`config.mk`:
```
export PLATFORM = sky130hd
export DESIGN_NAME = pnfp_ram
export DESIGN_NICKNAME = d
export VERILOG_FILES = /design/src/rtl/assert_macros.svh /design/src/rtl/pnfp_ram.sv
export SDC_FILE = /design/constraint.sdc
export NUM_CORES = 2
export LEC_CHECK = 0
export CORE_ASPECT_RATIO = 0.6
export CORE_MARGIN = 8
export CORE_UTILIZATION = 55
export DETAILED_ROUTE_END_ITERATION = 7
export DONT_BUFFER_PORTS = 1
export HOLD_SLACK_MARGIN = 0.15
export MAX_ROUTING_LAYER = met4
export PLACE_DENSITY_LB_ADDON = 0.15
export SLEW_MARGIN = 20
export SYNTH_ARGS = -nofsm -noshare
export SYNTH_HDL_FRONTEND = slang
export SYNTH_SLANG_ARGS = --single-unit
```
`constraint.sdc`:
```
create_clock -name aclk -period 8.1 [get_ports aclk]
set_input_delay 1.62 -clock aclk [delete_from_list [all_inputs] [get_ports aclk]]
set_output_delay 1.62 -clock aclk [all_outputs]
set_load 0.05 [all_outputs]
```
`src/rtl/assert_macros.svh`:
```
// Assertion macros shared by the frame store RTL.
// Depends on nothing; the including module supplies the clock and reset names.
`ifndef ASSERT_MACROS_SVH
`define ASSERT_MACROS_SVH

// Assertion on the block clock aclk, disabled while aresetn is low.
`define PNFP_ASSERT(lbl, prop, msg) \
    lbl: assert property (@(posedge aclk) disable iff (!aresetn) prop) else $error(msg);

// Assertion on an explicit clock and active-low reset.
`define PNFP_ASSERT_CLK(lbl, clk, rstn, prop, msg) \
    lbl: assert property (@(posedge clk) disable iff (!rstn) prop) else $error(msg);

`endif

```
`src/rtl/pnfp_ram.sv`:
```
// Generic single-port synchronous RAM with a registered read.
// Depends on nothing.
module pnfp_ram #(
    parameter int WIDTH = 8,
    parameter int DEPTH = 256,
    parameter int AW    = 8
) (
    input  logic             aclk,
    input  logic             en,
    input  logic             we,
    input  logic [AW-1:0]    addr,
    input  logic [WIDTH-1:0] wdata,
    output logic [WIDTH-1:0] rdata
);

    logic [WIDTH-1:0] mem [DEPTH];
    logic [WIDTH-1:0] rdata_reg;

    always_ff @(posedge aclk) begin
        if (en) begin
            if (we) begin
                mem[addr] <= wdata;
            end else begin
                rdata_reg <= mem[addr];
            end
        end
    end

    assign rdata = rdata_reg;

endmodule

```
==> reports/qor.yml <==
tightest_slew_ns: 1.34
dp_cells: 5255
drc: 0
finalClockSkew_ns: 0.0222
seq_power_share_pct: 57.1
seq_area_frac_synth_pct: 78.8
slew_viol_final: 0
period_share_pct: 58.2
path_class: "in -> reg"
nFillCells: 9685
clk_latency_ns: 0.79
ir_drop_v: 0.000209
ys_async_sr_fraction_pct: 0
core_area_um2: 142000
r2r_cells: 5
start_util_pct: 55.3
leakage_nw: 25.7
routedWlPerCell_um: 33.5
ys_warn_count: 0
hold_depth: 0
vias_per_cell: 6.66
cp_max_fo: 516
fmax_ghz: 0.212
synth_most_common_cell: "edfxtp_1"
arrival_ns: 5.18
synth_enable_flop_cells: 2056
drt_wl_total_mm: 187
synth_cell_types: 21
reg2reg_slack_ns: 4.89
gp_congestion: 0.851
dieArea_um2: 155000
synthTopCellsByArea: "edfxtp_1, mux4_2, a22oi_1, nor2_1, a21oi_1"
synth_top_family_by_area: "multiplexers"
synth_common_cells: "edfxtp_1, mux4_2, nor2_1"
drv_cap: 0
htreeDepth: 4
grt_pass1_wl_mm: 270
ios: 27
synth_compound_area_share_pct: 3.63
timing.rr.end: "rdata[3]"
synth_fp_nets: 3545
synth-seq-cells: 2056
setup_violations: 0
netlist_area_um2: 78400
cts_buffers: 174
synth-xor-area-share_pct: 0
overflow: 0
die_w_um: 503
yosysTopAreaCellShare_pct: 78.8
r2r-start: "mem[199][3]"
hold_class: "in -> reg"
p_sw_w: 0.00407
slew_headroom_pct: 10.9
cp_slowest_stage_delay_ns: 1.10
min_from: "wdata[7]"
worst_setup_path_end_kind: "flip-flop"
cts_tree: "built"
grtUsageTotal_pct: 24.9
cp_top_family: "compound AO/OA/AOI/OAI gates"
antenna_found_initial: 4
syn-instance-count: 3526
port_buffers: 0
rows: 107
root_buffer: "clkbuf_16"
min_to: "mem[27][7]"
switching_share_pct: 19.8
combPwrFrac_pct: 3.0
finalWorstSetupSlack_ns: 3.39
postCtsHoldBufs: 0
outcome: "complete, no violations"
required_ns: 8.57
cts.repair.resized: 0
cts.sinks: 2056
start_kind: "input pin"
grt_max_degree: 517
via_count: 37100
period_needed_ns: 4.71
critPathBufInv: 0
synth_adder_area_share_pct: 0
drt-initial-drc-count: 5248
synth-simple-area-share_pct: 1.61
rsz0062_at_grt: "no"
hold_violations: 0
clkTransAtPathRegs_ns: 0.06
syn2layout_area_growth_pct: 9.62
place_ws_ns: 3.36
layout-drive-gt1-share_pct: 22.7
syn_avg_cell_area_um2: 22.2
crit_slowest_cell: "o41ai_1"
synth_top_cell_by_area: "edfxtp_1"
final.setup.tns_ns: 0
final_nets: 3543
stdcell_count: 5577
grt_pass1_vias: 37200
power_frac_clock_pct: 39.9
cts_buffer_depth: 3
synth.area.mux_share_pct: 14.7
intPower_w: 0.0165
path_cells: "mux4_2 > a22oi_1 > a21oi_1 > o41ai_1 > nand4_1"
postRouteAntennaNets: 0
place.detailed.hpwl_mm: 104
power_w: 0.0205
fp.dieH_um: 308
power_density_nw_per_um2: 239
cts_setup_buffers: 0
synth_flop_cell: "edfxtp_1"
largest_reg_flops: 2048
first_pass_iters: 6
## power by group through the flow
stage | registers [W] | clock network, W | logic (W)
finish | 0.0117 | 0.00821 | 0.000606
floorplan | 0.0120 | 0 | 0.000503
detailed placement | 0.0120 | 0 | 0.000590
global placement | 0.0120 | 0 | 0.000578
CTS | 0.0117 | 0.00830 | 0.000592
global route | 0.0117 | 0.00869 | 0.000624
## layout make-up
cell class | count | area [um2] | area share (%)
sequential | 2056 | 61700 | 71.9
multi-input combinational | 1245 | 15900 | 18.5
clock buffer | 205 | 4530 | 5.28
tap | 1907 | 2390 | 2.78
clock inverter | 113 | 970 | 1.13
timing repair buffer | 47 | 398 | 0.463
antenna | 4 | 10.0 | 0.0117
## cells in the final DEF, fill, tap and decap left out, types with 3 or more instances in the layout
master      instances
nand3_1             4
o41ai_2            28
clkbuf_16         177
clkinv_8            3
diode_2             4
mux4_2            512
nand4_1             8
nor2b_1             4
buf_4              41
clkinv_2           26
a21oi_1           128
nor2_1            256
nand2_1            30
buf_12              4
o41ai_1             4
clkbuf_1           28
clkinv_1           54
bufinv_16          14
clkinvlp_4          4
inv_6               8
a22oi_1           256
edfxtp_1         2056
## worst reg2reg max path: stages (launching register included)
cell      delay [ns]
edfxtp_1        0.39
mux4_2          0.48
a22oi_1         0.52
a21oi_1         0.20
o41ai_1         1.10
nand4_1         0.20
## per-stage QoR
stage	instance area (um2)	util, %	hold slack, ns
after floorplan	78400	-	0.896
after global placement	80200	56.6	1.06
after detailed placement	80400	56.8	1.07
after CTS	85900	60.6	0.884
after global routing	85900	60.6	0.904
final	85900	60.7	0.945
## how the worst max path moves through the flow
stage	startpoint	to	slack (ns)	cells after the start
2_1_floorplan	addr[0]	mem[117][0]	4.18	8
3_3_place_gp	addr[4]	rdata[5]	2.51	5
3_5_place_dp	addr[3]	mem[156][3]	3.36	4
6_report	addr[0]	rdata[3]	3.39	5
5_1_grt	addr[0]	rdata[3]	3.76	5
4_1_cts	addr[3]	mem[156][7]	4.22	4
## per-layer routing
layer / track usage [%] / routed length (um) / vias to the layer above / share of wire, %
met2: 34.9 / 83200 / 2105 / 45
met1: 36.9 / 77200 / 19700 / 41
li1: - / - / 15000 / -
met3: 6.75 / 22300 / 281 / 12
met5: - / 0 / - / 0
met4: 6.06 / 4070 / 0 / 2.2
## kinds of logic (layout without fill, tap and decap cells)
logic type | after synthesis | in the layout
flip-flops | 2056 | 2056
multiplexers | 512 | 512
AO/OA/AOI/OAI | 416 | 416
AND/OR/NAND/NOR | 317 | 317
buffers and inverters | 225 | 365
other | 0 | 4
Power figures use the tool's default switching activity.
