[src/rtl/assert_macros.svh]
// Assertion macros shared by the frame store RTL.
// Depends on nothing; the including module supplies the clock and reset names.
`ifndef ASSERT_MACROS_SVH
`define ASSERT_MACROS_SVH

// Assertion on the block clock aclk, disabled while aresetn is low.
`define PNFP_ASSERT(lbl, prop, msg) \
    lbl: assert property (@(posedge aclk) disable iff (!aresetn) prop) else $error(msg);

// Assertion on an explicit clock and active-low reset.
`define PNFP_ASSERT_CLK(lbl, clk, rstn, prop, msg) \
    lbl: assert property (@(posedge clk) disable iff (!rstn) prop) else $error(msg);

`endif

[src/rtl/pnfp_pkg.sv]
// Package for the packed nibble frame store: geometry, codes, state type and
// the palette request struct. Depends on nothing.
package pnfp_pkg;

    localparam int FRAME_WIDTH  = 320;
    localparam int FRAME_HEIGHT = 240;
    localparam int PALETTE_SIZE = 16;

    localparam int ROW_BYTES   = FRAME_WIDTH / 2;
    localparam int STORE_BYTES = (FRAME_WIDTH * FRAME_HEIGHT) / 2;
    localparam int STORE_AW    = (STORE_BYTES > 1) ? $clog2(STORE_BYTES) : 1;
    localparam int LIN_W       = $clog2(ROW_BYTES * 1023 + 512);

    localparam int COORD_W  = 10;
    localparam int NIB_W    = 4;
    localparam int PAL_AW   = 4;
    localparam int COLOR_W  = 16;
    localparam int BYTE_W   = 8;

    localparam logic [1:0] ACT_PLOT    = 2'd0;
    localparam logic [1:0] ACT_PALETTE = 2'd1;
    localparam logic [1:0] ACT_READ    = 2'd2;

    typedef enum logic [2:0] {
        S_CLEAR,
        S_IDLE,
        S_PLOT_RD,
        S_READ_FRAME,
        S_READ_PAL
    } state_t;

    typedef struct packed {
        logic                we;
        logic [PAL_AW-1:0]   waddr;
        logic [COLOR_W-1:0]  wdata;
        logic                re;
        logic [PAL_AW-1:0]   raddr_even;
        logic [PAL_AW-1:0]   raddr_odd;
    } pal_req_t;

endpackage

[src/rtl/pnfp_palette.sv]
// Palette memory: one write port, two registered read ports, per-entry valid
// bits so that entries never loaded read as zero. Depends on pnfp_pkg.
`include "assert_macros.svh"

module pnfp_palette
    import pnfp_pkg::*;
(
    input  logic               aclk,
    input  logic               aresetn,
    input  pal_req_t           req,
    output logic [COLOR_W-1:0] rdata_even,
    output logic [COLOR_W-1:0] rdata_odd
);

    logic [COLOR_W-1:0]      mem [PALETTE_SIZE];
    logic [PALETTE_SIZE-1:0] valid_reg;
    logic [COLOR_W-1:0]      even_reg;
    logic [COLOR_W-1:0]      odd_reg;
    logic                    even_ok_reg;
    logic                    odd_ok_reg;

    always_ff @(posedge aclk) begin
        if (req.we) begin
            mem[req.waddr] <= req.wdata;
        end
    end

    always_ff @(posedge aclk) begin
        if (!aresetn) begin
            valid_reg <= '0;
        end else if (req.we) begin
            valid_reg[req.waddr] <= 1'b1;
        end
    end

    always_ff @(posedge aclk) begin
        if (req.re) begin
            even_reg    <= mem[req.raddr_even];
            odd_reg     <= mem[req.raddr_odd];
            even_ok_reg <= valid_reg[req.raddr_even];
            odd_ok_reg  <= valid_reg[req.raddr_odd];
        end
    end

    assign rdata_even = even_ok_reg ? even_reg : '0;
    assign rdata_odd  = odd_ok_reg ? odd_reg : '0;

    `PNFP_ASSERT_CLK(a_no_rw_overlap, aclk, aresetn, !(req.we && req.re), "palette read and write overlap")

endmodule
[config.mk]
export PLATFORM = sky130hd
export DESIGN_NAME = pnfp_palette
export DESIGN_NICKNAME = d
export VERILOG_FILES = /design/src/rtl/pnfp_pkg.sv /design/src/rtl/pnfp_palette.sv
export VERILOG_INCLUDE_DIRS = /design/src /design/src/rtl
export SDC_FILE = /design/constraint.sdc
export NUM_CORES = 1
export LEC_CHECK = 0
export BUFFER_PORTS_ARGS = -buffer_cell sky130_fd_sc_hd__buf_2
export CAP_MARGIN = 25
export CORE_UTILIZATION = 45
export DETAILED_ROUTE_END_ITERATION = 16
export SYNTH_ARGS = -nofsm -noshare
export SYNTH_HDL_FRONTEND = slang
export SYNTH_SLANG_ARGS = --single-unit
[constraint.sdc]
create_clock -name aclk -period 6 [get_ports aclk]
set_input_delay 0.3 -clock aclk [delete_from_list [all_inputs] [get_ports aclk]]
set_output_delay 0.3 -clock aclk [all_outputs]
set_load 0.005 [all_outputs]
==> reports/summary.txt, run 1 <==
First-pass GRT wire length: 51.5 mm
CTS tree: built
Top Ports: 64
Internal power component: 3.80 mW
Final period util: 38.4%
Synth Warn #: 0
Fin. Hold Viols: 0
Post-CTS Setup Bufs: 0
Startpoint Class: input port
Worst endpoint required time: 6.26 ns
Hold Slack: 0.163 ns
Worst Reg2Reg Path Length in Cells: 3
GR Overflow Total: 0
Mapped Cells: 673
Max Fclk: 434 MHz
Initial DRC count: 697
TritonRoute pass-1 iters: 5
H-tree depth: 2
Setup repair after global routing missed its margin: no
Share of cells above drive strength 1: 35.9%
Mapped Area: 13500 sq um
Area Growth Syn to Fin: 14.4%
Number of sinks on the clock net: 306
Starting Density: 45.7%
Area of the multi-input gates: 4340 sq um
Via count: 7319
Die area: 30800 sq um
DRC viols: 0
Clock Path Buffers: 3
PostCTS Resize Cnt: 0
Sequential area share after synthesis: 66.6%
Final net count: 776
Placed insts: 1095
Hold-fix buffer count after cts: 0
Yosys cell types: 21
Register area: 9030 sq um
Net load switching power: 1.03 mW
Sw frac: 21.3%
Worst Hold End: valid_reg[11]
Min-Delay Startpoint: aresetn
PortBufs: 63
Drt via density: 6.32
Top reg by flops: mem
Max transition margin: 33.8%
Post-Syn Area per Cell: 20.1 sq um
Worst Max-Slew Pin Slew: 0.990 ns
CTS Root Cell: clkbuf_16
Core area: 29600 sq um
Status: finished clean
FILL cells: 2370
Slew Limit Fails: 0
Worst-Skew Late Latency: 0.51 ns
Logic gate share of total power: 7.1%
Pin count of the biggest net entering global routing: 69
Crit-path max FO: 41
Routed Antenna Nets: 0
Max reg flops: 256
Worst VDD drop: 0.204 mV
Seq pwr share: 50.4%
Die Span Y: 176 um
Routed wire length: 35.0 mm
Syn_nets: 705
Critical register-to-register path endpoint: even_reg[0]
Crit Path Class: in -> reg
HP Class: in -> reg
Number of CTS-inserted buffers: 34
Layout Skew: 0.0123 ns
Cell Pwr Density: 311 nW/um^2
Setup tns final: 0 ns
Die width: 176 um
Setup-failing EPs final: 0
Routability cong.: 0.760
Num rows: 63
Max-cap viol count: 0
Min cycle time layout: 2.30 ns
Leak: 5.12 nW
Reg clk slew, reported paths: 0.06 ns
Post-synthesis register bit count: 306
Vias in the first global route: 7838
Worst R2R Start: mem[1][0]
Hold path depth: 2
R2r setup slk: 4.46 ns
Clock group share of total power: 42.5%
Worst Setup End Kind: flop
Post-layout instance count excluding filler cells: 1158
Routed len/inst: 30.3 um
DP Wirelength: 18.8 mm
Crit path DAT: 2.56 ns
Global-route usage over all layers: 23.6%
Initial antenna violation count: 4
## placed cells by master, fill, tap and decap left out
master	instances
edfxtp_1	290
nand2_1	35
and2_1	34
clkinv_4	1
buf_2	61
mux4_1	14
o21a_1	16
a22oi_1	68
clkbuf_1	5
nand3_1	1
nor2_4	9
buf_16	2
nor2b_2	4
buf_4	21
nor3_2	4
clkbuf_16	37
bufinv_16	3
mux4_2	122
or3b_2	1
nand2b_1	2
buf_12	1
clkinv_2	3
clkinv_1	7
inv_8	1
nand3b_1	2
diode_2	3
nor2_2	5
dfxtp_1	16
## cell usage after synthesis
cell	n	area, sq um
buf_8	4	60.1
nand3b_1	2	15.0
a22oi_1	68	510
o21a_1	16	120
nand3_1	1	5.00
buf_12	1	20.0
or3b_2	1	8.76
nor3_1	4	20.0
edfxtp_1	290	8710
buf_6	3	33.8
dfxtp_1	16	320
nand2b_1	2	12.5
nor2b_1	4	25.0
nor2_1	14	52.6
nand2_1	35	131
mux4_2	122	2750
and2_1	34	213
mux4_1	14	368
buf_2	15	75.1
buf_1	2	7.51
clkbuf_1	25	93.8
## per-stage QoR
stage	power [mW]	area (sq um)	setup WS, ns	utilization [%]
3_3_place_gp	2.81	14300	3.14	48.3
4_1_cts	4.85	15400	3.65	52.0
3_5_place_dp	2.82	14300	3.12	48.3
5_1_grt	4.97	15500	3.51	52.3
2_1_floorplan	2.68	13500	3.59	-
6_report	4.83	15500	3.70	52.3
## kinds of logic after synthesis
logic type             Yosys count  synth area share, %
buffers and inverters           50                 2.14
multiplexers                   136                 23.0
AND/OR/NAND/NOR                 97                 3.56
flip-flops                     306                 66.6
AO/OA/AOI/OAI                   84                 4.65
## routing by layer
| layer | part of all wire, % | GRT usage [%] | vias to the layer above |
|---|---|---|---|
| met2 | 51 | 40.9 | 319 |
| met1 | 38 | 30.1 | 3889 |
| met3 | 7.3 | 4.16 | 83 |
| met4 | 3.1 | 8.30 | 0 |
| met5 | 0 | 0 | - |
| li1 | - | - | 3028 |
## critical path, cell delays in order
cell	delay [ns]
buf_4	0.66
buf_4	0.62
mux4_2	0.59
a22oi_1	0.28
nand2_1	0.09
## cell type report
class	instances	share of cell area, %
Tap cell	390	3.15
Sequential cell	306	58.3
Timing Repair Buffer	85	3.47
Multi-Input combinational cell	317	28.0
Clock buffer	42	6.10
Clock inverter	15	0.977
Antenna cell	3	0.0484
## worst max path at each step
stage | endpoint | from | cells past startpoint
3_3_place_gp | odd_reg[13] | req[0] | 5
2_1_floorplan | mem[0][0] | req[27] | 2
5_1_grt | odd_reg[13] | req[0] | 5
3_5_place_dp | odd_reg[13] | req[0] | 5
4_1_cts | odd_reg[13] | req[0] | 5
6_report | odd_reg[13] | req[0] | 5
## power groups by stage
stage                     Clock, mW  Sequential, mW  Combinational, mW
after floorplan                   0            2.46              0.221
after global placement            0            2.47              0.335
after detailed placement          0            2.48              0.341
after CTS                      2.08            2.43              0.342
after global routing           2.16            2.44              0.368
final                          2.05            2.43              0.343
(Power assumes the default switching activity.)
==> run 2, diff against run 1 <==
==> constraint.sdc (replaced) <==
create_clock -name aclk -period 2.35 [get_ports aclk]
set_input_delay 0.1175 -clock aclk [delete_from_list [all_inputs] [get_ports aclk]]
set_output_delay 0.1175 -clock aclk [all_outputs]
set_load 0.005 [all_outputs]
==> run 2 against run 1 <==
Against the previous run: core utilization rose by 1.3 points; first-iteration DRC count increased by 17%; register-to-register slack lost 3.7 ns; clock power is 150% higher; routed wire length decreased by 1.9%; critical path type is now reg -> out; critical path depth down 2; combinational power increased to 2.7 times the previous value; die area is the same; sequential share of layout area down 1.5 points; final cell count up 3.5%.
==> reports/summary.txt, run 2 (same netlist as run 1, synthesis figures left out) <==
Status: finished clean
Max reg flops: 256
Crit path DAT: 1.68 ns
Area Growth Syn to Fin: 17.3%
CTS Root Cell: clkbuf_16
Drt via density: 6.18
Final net count: 817
CP peak stage delay: 0.55 ns
Crit Path Class: reg -> out
Setup repair after global routing missed its margin: no
CP bufs+invs: 2
H-tree depth: 1
Critical register-to-register path endpoint: odd_reg[12]
Post-CTS Setup Bufs: 0
Setup tns final: 0 ns
Placed insts: 1125
CTS tree: built
WP depth: 3
Top delay family on crit path: flip-flops
DP Wirelength: 21.4 mm
Global-route usage over all layers: 23.2%
Min cycle time layout: 1.80 ns
Top Ports: 64
Initial DRC count: 814
Die Span Y: 176 um
Die width: 176 um
PostCTS Resize Cnt: 0
Hold Slack: 0.0594 ns
Max transition margin: 56.4%
Hold path depth: 1
Leak: 5.35 nW
Share of cells above drive strength 1: 37.7%
Setup-failing EPs final: 0
Clock Path Buffers: 3
Routed Antenna Nets: 0
Critical path endpoint: rdata_even[2]
Pin count of the biggest net entering global routing: 69
Vias in the first global route: 7887
Worst Max-Slew Pin Slew: 0.654 ns
Worst VDD drop: 0.558 mV
HP Class: in -> reg
Max Fclk: 557 MHz
Post-layout instance count excluding filler cells: 1199
Commonest non-fill, non-tap cell in the layout: edfxtp_1
Crit path cell chain: buf_4 > and2_1 > buf_2
Startpoint Class: flop
Cell Pwr Density: 769 nW/um^2
First-pass GRT wire length: 51.6 mm
Die area: 30800 sq um
Via count: 7415
Starting Density: 45.7%
Number of CTS-inserted buffers: 31
CP startpoint: even_ok_reg
Worst R2R Start: mem[14][12]
FILL cells: 2318
Slew Limit Fails: 0
Layout Skew: 0.0109 ns
Routed wire length: 34.4 mm
Met2 Use GR: 40.1%
Reg clk slew, reported paths: 0.06 ns
CP max stage cell: edfxtp_1
Worst Setup End Kind: output port
DRC viols: 0
GR Overflow Total: 0
Number of sinks on the clock net: 306
Worst endpoint required time: 2.23 ns
GRT busiest layer: met2
Initial antenna violation count: 2
Routability cong.: 0.767
Commonest non-fill, non-tap cells in the layout: edfxtp_1, mux4_2, a22oi_1
Routed len/inst: 28.7 um
Top reg by flops: mem
TritonRoute pass-1 iters: 6
Num rows: 63
Worst-Skew Late Latency: 0.56 ns
Fin. Hold Viols: 0
Worst Reg2Reg Path Length in Cells: 3
Final period util: 76.4%
Max-cap viol count: 0
Crit-path max FO: 11
Global routing usage on met1: 31.3%
Core area: 29600 sq um
GR Util met3: 2.75%
PortBufs: 63
R2r setup slk: 0.74 ns
## run 2: worst reg2reg max path, cell delays in order (launching register included)
cell      delay [ns]
edfxtp_1        0.38
mux4_1          0.53
a22oi_1         0.19
nand2_1         0.20
## run 2: layout make-up
| type | instances | area [sq um] | area share (%) |
|---|---|---|---|
| Antenna cell | 1 | 2.50 | 0.0157 |
| Clock buffer | 42 | 922 | 5.80 |
| Clock inverter | 14 | 148 | 0.929 |
| Multi-Input combinational cell | 317 | 4290 | 27.0 |
| Sequential cell | 306 | 9030 | 56.8 |
| Tap cell | 390 | 488 | 3.07 |
| Timing Repair Buffer | 129 | 1010 | 6.36 |
## run 2: how the worst min path moves through the flow
stage	start	to
global route	req[8]	even_reg[0]
finish	req[8]	odd_reg[1]
floorplan	req[9]	mem[0][0]
detailed placement	valid_reg[15]	valid_reg[15]
CTS	req[8]	even_reg[0]
global placement	valid_reg[13]	valid_reg[13]
## run 2: where the power goes
| group | internal [mW] | total, mW | leakage, nW | switching (mW) |
|---|---|---|---|---|
| Clock | 3.06 | 5.10 | 0.526 | 2.03 |
| Sequential | 6.13 | 6.20 | 2.78 | 0.0631 |
| Combinational | 0.436 | 0.938 | 2.04 | 0.502 |
## run 2: per-layer routing
| layer | wire [um] | part of all wire, % |
|---|---|---|
| met1 | 13800 | 40 |
| met2 | 17800 | 52 |
| met3 | 2100 | 6.1 |
| met4 | 710 | 2.1 |
| met5 | 13 | 0.038 |
## run 2: per-stage QoR
stage / worst slack [ns] / area, sq um / power (mW) / utilization (%)
floorplan: 0.125 / 13500 / 6.85 / -
global placement: 0.467 / 14600 / 7.21 / 49.3
detailed placement: 0.423 / 14700 / 7.23 / 49.4
CTS: 0.512 / 15900 / 12.3 / 53.6
global route: 0.457 / 15900 / 12.6 / 53.6
finish: 0.554 / 15900 / 12.2 / 53.6
## run 2: what timing repair did
action | 4_1_cts | 5_1_grt
setup endpoints to repair | 0 | 0
hold buffers | 17 | 0
endpoints found under the hold margin | 272 | 0
